--- src/rtl/bell_peak_picker_macros.svh ---
// Assertion helpers used by the picker's core. Every assertion is sampled on
// the rising clock edge and is switched off while reset is asserted.
`ifndef BELL_PEAK_PICKER_MACROS_SVH
`define BELL_PEAK_PICKER_MACROS_SVH

// Consequent must hold in the same cycle as the antecedent.
`define BPP_ASSERT_NOW(lbl, ante, cons, msg) \
    lbl: assert property (@(posedge clk) disable iff (!rst_n) (ante) |-> (cons)) \
        else $error(msg);

// Consequent must hold in the cycle after the antecedent.
`define BPP_ASSERT_NEXT(lbl, ante, cons, msg) \
    lbl: assert property (@(posedge clk) disable iff (!rst_n) (ante) |=> (cons)) \
        else $error(msg);

`endif

--- src/rtl/bpp_pkg.sv ---
package bpp_pkg;

    localparam int SAMPLE_WIDTH_DEF = 16;
    localparam int KEY_CAP_DEF      = 16;
    localparam int INDEX_W          = 16;
    localparam int CFG_W            = 16;

    localparam logic [CFG_W-1:0] MAX_SAMPLES_RST = 16'hFFFF;

    // Picker state, one-hot.
    typedef enum logic [2:0] {
        MODE_SEARCH = 3'b001,
        MODE_LOBE   = 3'b010,
        MODE_END    = 3'b100
    } mode_t;

    // Handshake status handed from the result stage back to the pipeline.
    typedef struct packed {
        logic advance;   // result stage can take a new word this cycle
    } out_stat_t;

endpackage

--- src/rtl/bpp_in_stage.sv ---
module bpp_in_stage #(
    parameter int SAMPLE_WIDTH = bpp_pkg::SAMPLE_WIDTH_DEF,
    parameter int IN_W         = ((SAMPLE_WIDTH + 7) / 8) * 8
) (
    input  logic                           clk,
    input  logic                           rst_n,
    input  logic                           s_tvalid,
    output logic                           s_tready,
    input  logic [IN_W-1:0]                s_tdata,
    input  bpp_pkg::out_stat_t             out_stat,
    output logic                           fire,
    output logic signed [SAMPLE_WIDTH-1:0] sample
);

    logic                           in_valid_reg;
    logic                           in_valid_next;
    logic signed [SAMPLE_WIDTH-1:0] sample_reg;

    // The held word is consumed whenever the result stage has room.
    assign fire     = in_valid_reg && out_stat.advance;
    assign s_tready = !in_valid_reg || out_stat.advance;
    assign sample   = sample_reg;

    always_comb
    begin
        in_valid_next = in_valid_reg;
        if (s_tready)
        begin
            in_valid_next = s_tvalid;
        end
    end

    always_ff @(posedge clk or negedge rst_n)
    begin
        if (!rst_n)
        begin
            in_valid_reg <= 1'b0;
        end
        else
        begin
            in_valid_reg <= in_valid_next;
        end
    end

    always_ff @(posedge clk)
    begin
        if (s_tvalid && s_tready)
        begin
            sample_reg <= $signed(s_tdata[SAMPLE_WIDTH-1:0]);
        end
    end

endmodule

--- src/rtl/bpp_core.sv ---
`include "bell_peak_picker_macros.svh"

module bpp_core #(
    parameter int SAMPLE_WIDTH = bpp_pkg::SAMPLE_WIDTH_DEF,
    parameter int KEY_CAP      = bpp_pkg::KEY_CAP_DEF,
    parameter int CNT_W        = $clog2(KEY_CAP),
    parameter int RAW_W        = 2 * SAMPLE_WIDTH + 2 * bpp_pkg::INDEX_W + 2 + CNT_W,
    parameter int OUT_W        = ((RAW_W + 7) / 8) * 8
) (
    input  logic                           clk,
    input  logic                           rst_n,
    input  logic                           fire,
    input  logic signed [SAMPLE_WIDTH-1:0] sample,
    input  logic                           cfg_we,
    input  logic [bpp_pkg::CFG_W-1:0]      cfg_data,
    output logic                           res_user,
    output logic [OUT_W-1:0]               res_data
);

    localparam int IW = bpp_pkg::INDEX_W;
    localparam logic [CNT_W-1:0] CAP_LAST = CNT_W'(KEY_CAP - 1);

    bpp_pkg::mode_t                 mode_reg, mode_next;
    logic signed [SAMPLE_WIDTH-1:0] prev_reg;
    logic [IW-1:0]                  count_reg, count_next;
    logic signed [SAMPLE_WIDTH-1:0] lobe_val_reg, lobe_val_next;
    logic [IW-1:0]                  lobe_idx_reg, lobe_idx_next;
    logic signed [SAMPLE_WIDTH-1:0] best_val_reg, best_val_next;
    logic [IW-1:0]                  best_idx_reg, best_idx_next;
    logic [CNT_W-1:0]               rec_reg, rec_next;
    logic [bpp_pkg::CFG_W-1:0]      max_samples_reg;

    logic                           valid_n;
    logic                           newg_n;
    logic signed [SAMPLE_WIDTH-1:0] pval_n;
    logic [IW-1:0]                  pidx_n;
    logic                           at_limit;

    // Run limit: max_samples <= count + 1, evaluated one bit wider.
    assign at_limit   = {1'b0, max_samples_reg} <= ({1'b0, count_reg} + (IW + 1)'(1));
    assign count_next = count_reg + IW'(1);

    always_comb
    begin
        mode_next     = mode_reg;
        lobe_val_next = lobe_val_reg;
        lobe_idx_next = lobe_idx_reg;
        best_val_next = best_val_reg;
        best_idx_next = best_idx_reg;
        rec_next      = rec_reg;
        valid_n       = 1'b0;
        newg_n        = 1'b0;
        pval_n        = '0;
        pidx_n        = '0;
        unique case (mode_reg)
            bpp_pkg::MODE_SEARCH:
            begin
                if (prev_reg[SAMPLE_WIDTH-1] && !sample[SAMPLE_WIDTH-1])
                begin
                    lobe_val_next = sample;
                    lobe_idx_next = count_reg;
                    mode_next     = bpp_pkg::MODE_LOBE;
                end
                else if (at_limit)
                begin
                    mode_next = bpp_pkg::MODE_END;
                end
            end
            bpp_pkg::MODE_LOBE:
            begin
                if (!prev_reg[SAMPLE_WIDTH-1] && sample[SAMPLE_WIDTH-1])
                begin
                    if (rec_reg < CAP_LAST)
                    begin
                        rec_next = rec_reg + CNT_W'(1);
                        valid_n  = 1'b1;
                        pval_n   = lobe_val_reg;
                        pidx_n   = lobe_idx_reg;
                        if (best_val_reg < lobe_val_reg)
                        begin
                            best_val_next = lobe_val_reg;
                            best_idx_next = lobe_idx_reg;
                            newg_n        = 1'b1;
                        end
                    end
                    mode_next = bpp_pkg::MODE_SEARCH;
                end
                else if (lobe_val_reg < sample)
                begin
                    lobe_val_next = sample;
                    lobe_idx_next = count_reg;
                end
            end
            bpp_pkg::MODE_END:
            begin
                mode_next = bpp_pkg::MODE_END;
            end
            default:
            begin
                mode_next = bpp_pkg::MODE_SEARCH;
            end
        endcase
    end

    assign res_user = valid_n;
    assign res_data = OUT_W'({(mode_next == bpp_pkg::MODE_END), rec_next,
                              best_idx_next, best_val_next, newg_n, pidx_n, pval_n});

    always_ff @(posedge clk or negedge rst_n)
    begin
        if (!rst_n)
        begin
            mode_reg     <= bpp_pkg::MODE_SEARCH;
            prev_reg     <= '0;
            count_reg    <= '0;
            lobe_val_reg <= '0;
            lobe_idx_reg <= '0;
            best_val_reg <= '0;
            best_idx_reg <= '0;
            rec_reg      <= '0;
        end
        else if (fire)
        begin
            mode_reg     <= mode_next;
            prev_reg     <= sample;
            count_reg    <= count_next;
            lobe_val_reg <= lobe_val_next;
            lobe_idx_reg <= lobe_idx_next;
            best_val_reg <= best_val_next;
            best_idx_reg <= best_idx_next;
            rec_reg      <= rec_next;
        end
    end

    always_ff @(posedge clk or negedge rst_n)
    begin
        if (!rst_n)
        begin
            max_samples_reg <= bpp_pkg::MAX_SAMPLES_RST;
        end
        else if (cfg_we)
        begin
            max_samples_reg <= cfg_data;
        end
    end

    `BPP_ASSERT_NOW(a_newg_needs_peak, newg_n, valid_n, "new global without a recorded peak")
    `BPP_ASSERT_NEXT(a_end_sticky, mode_reg == bpp_pkg::MODE_END, mode_reg == bpp_pkg::MODE_END, "left the ended state")
    `BPP_ASSERT_NOW(a_cap_bound, 1'b1, rec_reg <= CAP_LAST, "key maximum count beyond capacity")
    `BPP_ASSERT_NEXT(a_rec_step, fire && valid_n, rec_reg == $past(rec_reg) + CNT_W'(1), "recorded count did not advance")

endmodule

--- src/rtl/bpp_out_stage.sv ---
module bpp_out_stage #(
    parameter int OUT_W = 72
) (
    input  logic               clk,
    input  logic               rst_n,
    input  logic               fire,
    input  logic               res_user,
    input  logic [OUT_W-1:0]   res_data,
    output bpp_pkg::out_stat_t out_stat,
    output logic               m_tvalid,
    input  logic               m_tready,
    output logic [OUT_W-1:0]   m_tdata,
    output logic               m_tuser
);

    logic             out_valid_reg;
    logic             out_valid_next;
    logic [OUT_W-1:0] data_reg;
    logic             user_reg;

    assign out_stat.advance = !out_valid_reg || m_tready;
    assign m_tvalid         = out_valid_reg;
    assign m_tdata          = data_reg;
    assign m_tuser          = user_reg;

    always_comb
    begin
        out_valid_next = out_valid_reg;
        if (fire)
        begin
            out_valid_next = 1'b1;
        end
        else if (m_tready)
        begin
            out_valid_next = 1'b0;
        end
    end

    always_ff @(posedge clk or negedge rst_n)
    begin
        if (!rst_n)
        begin
            out_valid_reg <= 1'b0;
        end
        else
        begin
            out_valid_reg <= out_valid_next;
        end
    end

    always_ff @(posedge clk)
    begin
        if (fire)
        begin
            data_reg <= res_data;
            user_reg <= res_user;
        end
    end

endmodule

--- src/rtl/bell_peak_picker.sv ---
// Key-maximum peak picker. Each input word carries one signed sample; each
// accepted sample yields exactly one output word, in order. A rise from a
// negative to a non-negative sample opens a lobe, the largest sample of the
// lobe and its index are tracked, and a fall to a negative sample closes it.
// A closed lobe is reported as a key maximum (m_tuser high) while fewer than
// KEY_CAP-1 have been reported, and the running global maximum follows any
// strictly larger key maximum. While searching, the run ends once the sample
// count reaches max_samples; after that only a reset restarts the picker.
// Sample indices are 16 bits and wrap. The block takes one word per clock
// while the result stream is not stalled: the whole per-sample update is
// compare-and-select logic between the input register and the result
// register, which drives m_tvalid once the result stage has room; a stalled
// output backs up into s_tready in the same cycle. max_samples (reset 65535)
// is written through the cfg port, which is always ready, and should only
// change while no word is in flight.
module bell_peak_picker #(
    parameter int SAMPLE_WIDTH = bpp_pkg::SAMPLE_WIDTH_DEF,
    parameter int KEY_CAP      = bpp_pkg::KEY_CAP_DEF,
    parameter int CNT_W        = $clog2(KEY_CAP),
    parameter int IN_W         = ((SAMPLE_WIDTH + 7) / 8) * 8,
    parameter int RAW_W        = 2 * SAMPLE_WIDTH + 2 * bpp_pkg::INDEX_W + 2 + CNT_W,
    parameter int OUT_W        = ((RAW_W + 7) / 8) * 8
) (
    input  logic                          clk,
    input  logic                          rst_n,
    // Sample stream.
    input  logic                          s_tvalid,
    output logic                          s_tready,
    input  logic [IN_W-1:0]               s_tdata,   // sample
    // Result stream.
    output logic                          m_tvalid,
    input  logic                          m_tready,
    output logic [OUT_W-1:0]              m_tdata,   // peak_value, peak_index, new_global,
                                                     // global_value, global_index,
                                                     // peaks_stored, finished
    output logic                          m_tuser,   // peak_valid
    // Configuration: max_samples.
    input  logic                          cfg_valid,
    output logic                          cfg_ready,
    input  logic [bpp_pkg::CFG_W-1:0]     cfg_data
);

    bpp_pkg::out_stat_t             out_stat;
    logic                           fire;
    logic signed [SAMPLE_WIDTH-1:0] sample;
    logic                           res_user;
    logic [OUT_W-1:0]               res_data;

    // Register writes never stall.
    assign cfg_ready = 1'b1;

    bpp_in_stage #(
        .SAMPLE_WIDTH (SAMPLE_WIDTH),
        .IN_W         (IN_W)
    ) u_in (
        .clk      (clk),
        .rst_n    (rst_n),
        .s_tvalid (s_tvalid),
        .s_tready (s_tready),
        .s_tdata  (s_tdata),
        .out_stat (out_stat),
        .fire     (fire),
        .sample   (sample)
    );

    bpp_core #(
        .SAMPLE_WIDTH (SAMPLE_WIDTH),
        .KEY_CAP      (KEY_CAP),
        .CNT_W        (CNT_W),
        .RAW_W        (RAW_W),
        .OUT_W        (OUT_W)
    ) u_core (
        .clk      (clk),
        .rst_n    (rst_n),
        .fire     (fire),
        .sample   (sample),
        .cfg_we   (cfg_valid && cfg_ready),
        .cfg_data (cfg_data),
        .res_user (res_user),
        .res_data (res_data)
    );

    bpp_out_stage #(
        .OUT_W (OUT_W)
    ) u_out (
        .clk      (clk),
        .rst_n    (rst_n),
        .fire     (fire),
        .res_user (res_user),
        .res_data (res_data),
        .out_stat (out_stat),
        .m_tvalid (m_tvalid),
        .m_tready (m_tready),
        .m_tdata  (m_tdata),
        .m_tuser  (m_tuser)
    );

endmodule
--- config.mk ---
export PLATFORM = sky130hd
export DESIGN_NAME = bell_peak_picker
export DESIGN_NICKNAME = d
export VERILOG_FILES = /design/src/rtl/bpp_pkg.sv /design/src/rtl/bpp_in_stage.sv /design/src/rtl/bpp_core.sv /design/src/rtl/bpp_out_stage.sv /design/src/rtl/bell_peak_picker.sv
export VERILOG_INCLUDE_DIRS = /design/src /design/src/rtl
export SDC_FILE = /design/constraint.sdc
export NUM_CORES = 1
export LEC_CHECK = 0
export BUFFER_PORTS_ARGS = -buffer_cell sky130_fd_sc_hd__buf_2
export CORE_ASPECT_RATIO = 1.2
export CORE_MARGIN = 2
export CORE_UTILIZATION = 63
export DETAILED_ROUTE_END_ITERATION = 8
export PLACE_DENSITY = 0.83
export SLEW_MARGIN = 20
export SYNTH_ARGS = -nofsm -noshare
export SYNTH_HDL_FRONTEND = slang
export SYNTH_HIERARCHICAL = 1
export SYNTH_SLANG_ARGS = --single-unit
--- constraint.sdc ---
create_clock -name clk -period 8.47 [get_ports clk]
set_clock_uncertainty 0.2 [all_clocks]
set_input_delay 0.4235 -clock clk [delete_from_list [all_inputs] [get_ports clk]]
set_output_delay 0.4235 -clock clk [all_outputs]
set_load 0.005 [all_outputs]
### Word-level counts from Yosys, hierarchy flattened

Index checks and enable logic that the tools add are counted.
Widths: inputs -> output; s select.

| storage, ports and cells | value |
|---|---|
| flip-flop bits (word level) | 208 |
| input bits | 37 |
| logic and storage cells | 71 |

| operators by class | value |
|---|---|
| add/sub/neg operators | 3 |
| magnitude comparators | 4 |
| equality and inequality tests | 7 |
| muxes and demuxes | 27 |
| reduce and logical (&&, ||, !) cells | 15 |

Operators by type and width:

| operator | number |
|---|---|
| $mux 16 | 14 |
| $pmux 16 s2 | 2 |
| $lt 16x16->1 | 2 |
| $add 16x1->17 const B | 1 |
| $le 16x17->1 | 1 |
| $add 16x1->16 const B | 1 |
| $mux 4 | 3 |
| $mux 3 | 3 |
| $pmux 3 s3 | 1 |
| $eq 3x3->1 const B | 2 |
| $reduce_and 5->1 | 1 |
| $add 4x1->4 const B | 1 |
| $logic_and 1x1->1 | 4 |
| $logic_not 1->1 | 4 |
| $lt 4x4->1 const B | 1 |
| $mux 1 | 4 |
| $ne 2x1->1 const B | 2 |
| $reduce_bool 2->1 | 2 |
| $eq 3x1->1 const B | 1 |
| $eq 3x2->1 const B | 1 |
| $reduce_and 3->1 | 1 |
| $logic_or 1x1->1 | 2 |
| $ne 2x2->1 const B | 1 |
| $reduce_and 2->1 | 1 |

### Longest topological paths before layout

| logic depth | value |
|---|---|
| depth in word-level cells | 6 |
| mapped depth | 12 |
| depth with buffers taken out | 12 |

### Modules after synthesis

The synthesis kept the hierarchy.

By module, submodules not included:

| module | times used | cells an instance | area an instance (um^2) | sequential area each (um^2) |
|---|---|---|---|---|
| bpp_core | 1 | 555 | 6,357.3 | 2,623.8 |
| bpp_out_stage | 1 | 76 | 2,239.6 | 2,217.1 |
| bpp_in_stage | 1 | 21 | 540.5 | 505.5 |
| bell_peak_picker | 1 | 2 | 11.3 | 0.0 |

### Least setup slack after synthesis

No wires, ideal clock.

| path | value |
|---|---|
| path type | input port to flip-flop |
| start | in m_tready |
| end | reg u_core.lobe_idx_reg[10] |
| data arrival time | 3.762 ns |
| path slack | 4.380 ns |
| stages on the path | 10 |
| path buffers | 2 |
| cell sequence | nand2b_4 and2_1 buf_2 inv_1 nor2_1 nand2_1 a21oi_1 mux2i_1 buf_2 mux2_1 |

| on the way | value |
|---|---|
| word-level cells in the longest chain between the ends | 3 |

RTL lines:

| what | RTL line | text |
|---|---|---|
| from (decl) | bell_peak_picker.sv:32 | `input logic m_tready,` |
| $logic_or 1x1->1 | bpp_out_stage.sv:21 | `assign out_stat.advance = !out_valid_reg \|\| m_tready;` |
| $logic_and 1x1->1 | bpp_in_stage.sv:20 | `assign fire = in_valid_reg && out_stat.advance;` |
| net fire | bell_peak_picker.sv:44 | `logic fire;` |
| $reduce_and 5->1 (no line) | n/a |  |
| to (signal assigned) | bpp_core.sv:128 | `lobe_idx_reg <= lobe_idx_next;` |
| to (decl) | bpp_core.sv:27 | `logic [IW-1:0] lobe_idx_reg, lobe_idx_next;` |

The timed path passes the listed nets, and every way through them passes these cells.
A chain may end at the register's enable or synchronous reset.

### Worst setup path after layout

| path | value |
|---|---|
| start | reg u_core.count_reg[0] |
| end | reg u_out.data_reg[69] (netlist: u_out/m_tdata[69]), data pin |

| on the way | value |
|---|---|
| word-level cells in the longest chain between the ends | 6 |

RTL lines:

| what | RTL line | text |
|---|---|---|
| from (decl) | bpp_core.sv:25 | `logic [IW-1:0] count_reg, count_next;` |
| from (signal assigned) | bpp_core.sv:126 | `count_reg <= count_next;` |
| $add 16x1->17 | bpp_core.sv:40 | `assign at_limit = {1'b0, max_samples_reg} <= ({1'b0, count_reg} + (IW + 1)'(1));` |
| $le 16x17->1 | bpp_core.sv:40 |  |
| $mux 3 | bpp_core.sv:64 | `else if (at_limit)` |
| $mux 3 | bpp_core.sv:58 | `if (prev_reg[SAMPLE_WIDTH-1] && !sample[SAMPLE_WIDTH-1])` |
| $pmux 3 s3 | bpp_core.sv:55 | `unique case (mode_reg)` |
| $eq 3x3->1 | bpp_core.sv:106 | `assign res_data = OUT_W'({(mode_next == bpp_pkg::MODE_END), rec_next,` |
| net res_data[69] | bell_peak_picker.sv:47 | `logic [OUT_W-1:0] res_data;` |
| to (signal assigned) | bpp_out_stage.sv:55 | `data_reg <= res_data;` |
| to (decl) | bpp_out_stage.sv:18 | `logic [OUT_W-1:0] data_reg;` |

The timed path passes the listed nets, and every way through them passes these cells.

==> impl_metrics.ini <==
[floorplan]
fp.dieH_um = 136.0
io-pin-count = 113
row_count = 48
core_mm2 = 0.01429
start_util = 0.6401
die_w_um = 114.0
dieArea_mm2 = 0.01551

[grt]
grt_pass1_vias = 5786
track_usage = 0.2478
antenna_found_initial = 0
grt_overflow_total = 0
grt_max_degree = 64
grt_pass1_wl_mm = 29.17

[clocking]
post-cts-setup-buffer-count = 0
cts_sinks = 195
clk_latency_ns = 0.44
clk_pin_slew_ns = 0.07
htreeDepth = 4
cts.path.max_buffers = 2
cts_tree = built
cts-root-buf = clkbuf_16
ctsHoldBuffers = 18
cts_resized = 0
numCtsBuffers = 17

[timing]
setup_viol = 0
period_minus_slack_ns = 3.706
tns_ns = 0
slew_violations = 0
finalCritPeriodShare = 0.4375
max_clock_freq_mhz = 269.9
final-hold-violation-count = 0
rsz0062_at_grt = no
worst_pin_slew_ns = 0.7931
whs_ns = 0.01527
slew_headroom = 0.4713

[place]
port_buffers = 111
place_hpwl_mm = 12.02
dp_cells = 914
place_congestion = 0.8537

[final_layout]
fin_util = 0.7436
nFillCells = 880
drive_above_1_share = 0.3447
final_net_count = 861
largest_reg_flops = 72
area_growth_pct = 16.18
finalNonFillerCells = 964
diodes = 0

[critical_path]
r2r_cells = 12
r2r_slack_ns = 4.76
timing.rr.end = u_out/m_tdata[69]
cp-endpoint = u_out/m_tdata[69]
r2r-start = u_core/count_reg[0]
worstSetupPathType = flip-flop to flip-flop
path_max_fanout = 7
worstSetupStartpointType = flip-flop
required_ns = 8.45
cp-end-kind = flip-flop
cp.arrival_ns = 3.68
crit_path_start = u_core/count_reg[0]

[power]
p_sw_w = 0.0007929
internal-power_w = 0.001963
ir_drop_mv = 0.1485
power_w = 0.002756
p_sw_frac = 0.2877
p_clk_frac = 0.315
power_frac_comb = 0.210
p_leak_nw = 5.116
power_frac_seq = 0.474
powerDensity_mw_per_mm2 = 259.3

[yosys]
synth_area_mm2 = 0.009149
synth-edff-count = 89
synth_compound_area_frac = 0.04308
postSynth.asyncResetShare = 0.5436
synth_warnings = 6
synthSimpleGateAreaFrac = 0.08151
synthAdderAreaFrac = 0.06565
synth_xor_area_frac = 0.02968
synth_top_family_by_area = multiplexers
synthDistinctLibCells = 56
muxShareOfSynthArea = 0.1565
synth_flop_cell = edfxtp_1
avgSynthCellArea_um2 = 13.99
postSynthCellCount = 654
ys_ff_latch = 195
ys_seq_area_frac = 0.5844

[routing]
wl_mm = 18.22
ant_nets = 0
avgRoutedWirePerCell_um = 18.90
drc = 0
vias = 5545
firstDrtPassIters = 4
drtIter0Drc = 402
vias_per_cell = 5.752

[min_path]
hold_class = input port to flip-flop
min_from = cfg_data[3]

[run]
drv_cap = 0

[run_status]
outcome = completed
cell families after synthesis:
logic type	count (synthesis)
compound gates	57
xor+xnor	31
fa+ha+maj	48
buf+inv	77
flops	195
mux	119
other cells	2
simple gates	125
cell usage after synthesis, types with 9 or more instances:
master / number / area, um2
clkbuf_1: 15 / 56.30
inv_1: 43 / 161.4
mux2_1: 9 / 101.4
o21ai_0: 11 / 55.05
mux2i_1: 17 / 170.2
nand4_1: 15 / 93.84
ha_1: 48 / 600.6
nand2_1: 26 / 97.59
edfxtp_1: 89 / 2673
dfstp_2: 17 / 446.7
mux2_4: 30 / 450.4
mux2_2: 63 / 709.4
nand3_1: 11 / 55.05
a21oi_1: 22 / 110.1
xnor2_1: 24 / 210.2
and3_1: 37 / 231.5
dfrtp_1: 89 / 2227
final cells by class:
cell class                 instances  area (um2)  area share
clock buffer                      19       432.9     0.04073
clock inverter                    13       207.7     0.01954
inverter                          44       165.2     0.01554
multi-input combinational        383        3475      0.3269
sequential                       195        5346      0.5030
tap                              175       219.0     0.02060
timing repair buffer             135       783.3     0.07369
stage by stage:
step / worst slack (ns) / instance area, um2
detailed placement: 4.863 / 9803
CTS: 4.854 / 10620
floorplan: 4.380 / 9153
finish: 4.764 / 10630
global placement: 5.097 / 9803
global route: 4.391 / 10630
layout by cell type, fill, tap and decap left out, types with 9 or more instances in the layout:
cell type / instances
nand2_1: 26
o21ai_0: 11
mux2_1: 9
dlygate4sd3_1: 18
mux2_2: 63
a21oi_1: 22
nand4_1: 15
buf_2: 110
and3_1: 37
xnor2_1: 24
edfxtp_1: 89
mux2i_1: 16
clkbuf_16: 17
dfstp_2: 17
dfrtp_1: 89
mux2_4: 30
nand3_1: 10
ha_1: 48
inv_1: 43
critical path, stage by stage, from the launching register on:
cell	delay, ns
dfrtp_1	0.47
ha_1	0.25
and3_1	0.25
and4_1	0.31
and3_1	0.27
nand3_1	0.11
xor2_1	0.17
ha_1	0.31
nand3_1	0.13
a2111oi_0	0.39
o41ai_1	0.15
a21oi_1	0.30
o22ai_1	0.14
power groups by stage:
stage | clock [W] | sequential (W) | combinational, W
4_1_cts | 0.000876 | 0.00130 | 0.000581
5_1_grt | 0.000915 | 0.00133 | 0.000648
6_report | 0.000869 | 0.00131 | 0.000580
3_5_place_dp | 0 | 0.00132 | 0.000564
2_1_floorplan | 0 | 0.00127 | 0.000412
3_3_place_gp | 0 | 0.00130 | 0.000540
worst min-delay path by stage:
stage / endpoint / slack [ns] / cells past startpoint
2_1_floorplan: u_core/best_idx_reg[0] / -0.07 / 0
3_3_place_gp: u_core/count_reg[1] / 0.25 / 1
3_5_place_dp: u_core/count_reg[4] / 0.26 / 1
4_1_cts: u_core/max_samples_reg[4] / 0.0005 / 2
5_1_grt: u_core/max_samples_reg[4] / 0.01 / 2
6_report: u_core/max_samples_reg[3] / 0.02 / 2
routing by layer:
layer	up-vias	global-route usage	share of wire
li1	2615	-	-
met1	2738	0.2964	0.40
met2	152	0.4286	0.53
met3	40	0.05439	0.041
met4	0	0.1145	0.029
met5	-	0	0
Note: power is estimated with default switching activity, not from simulation.
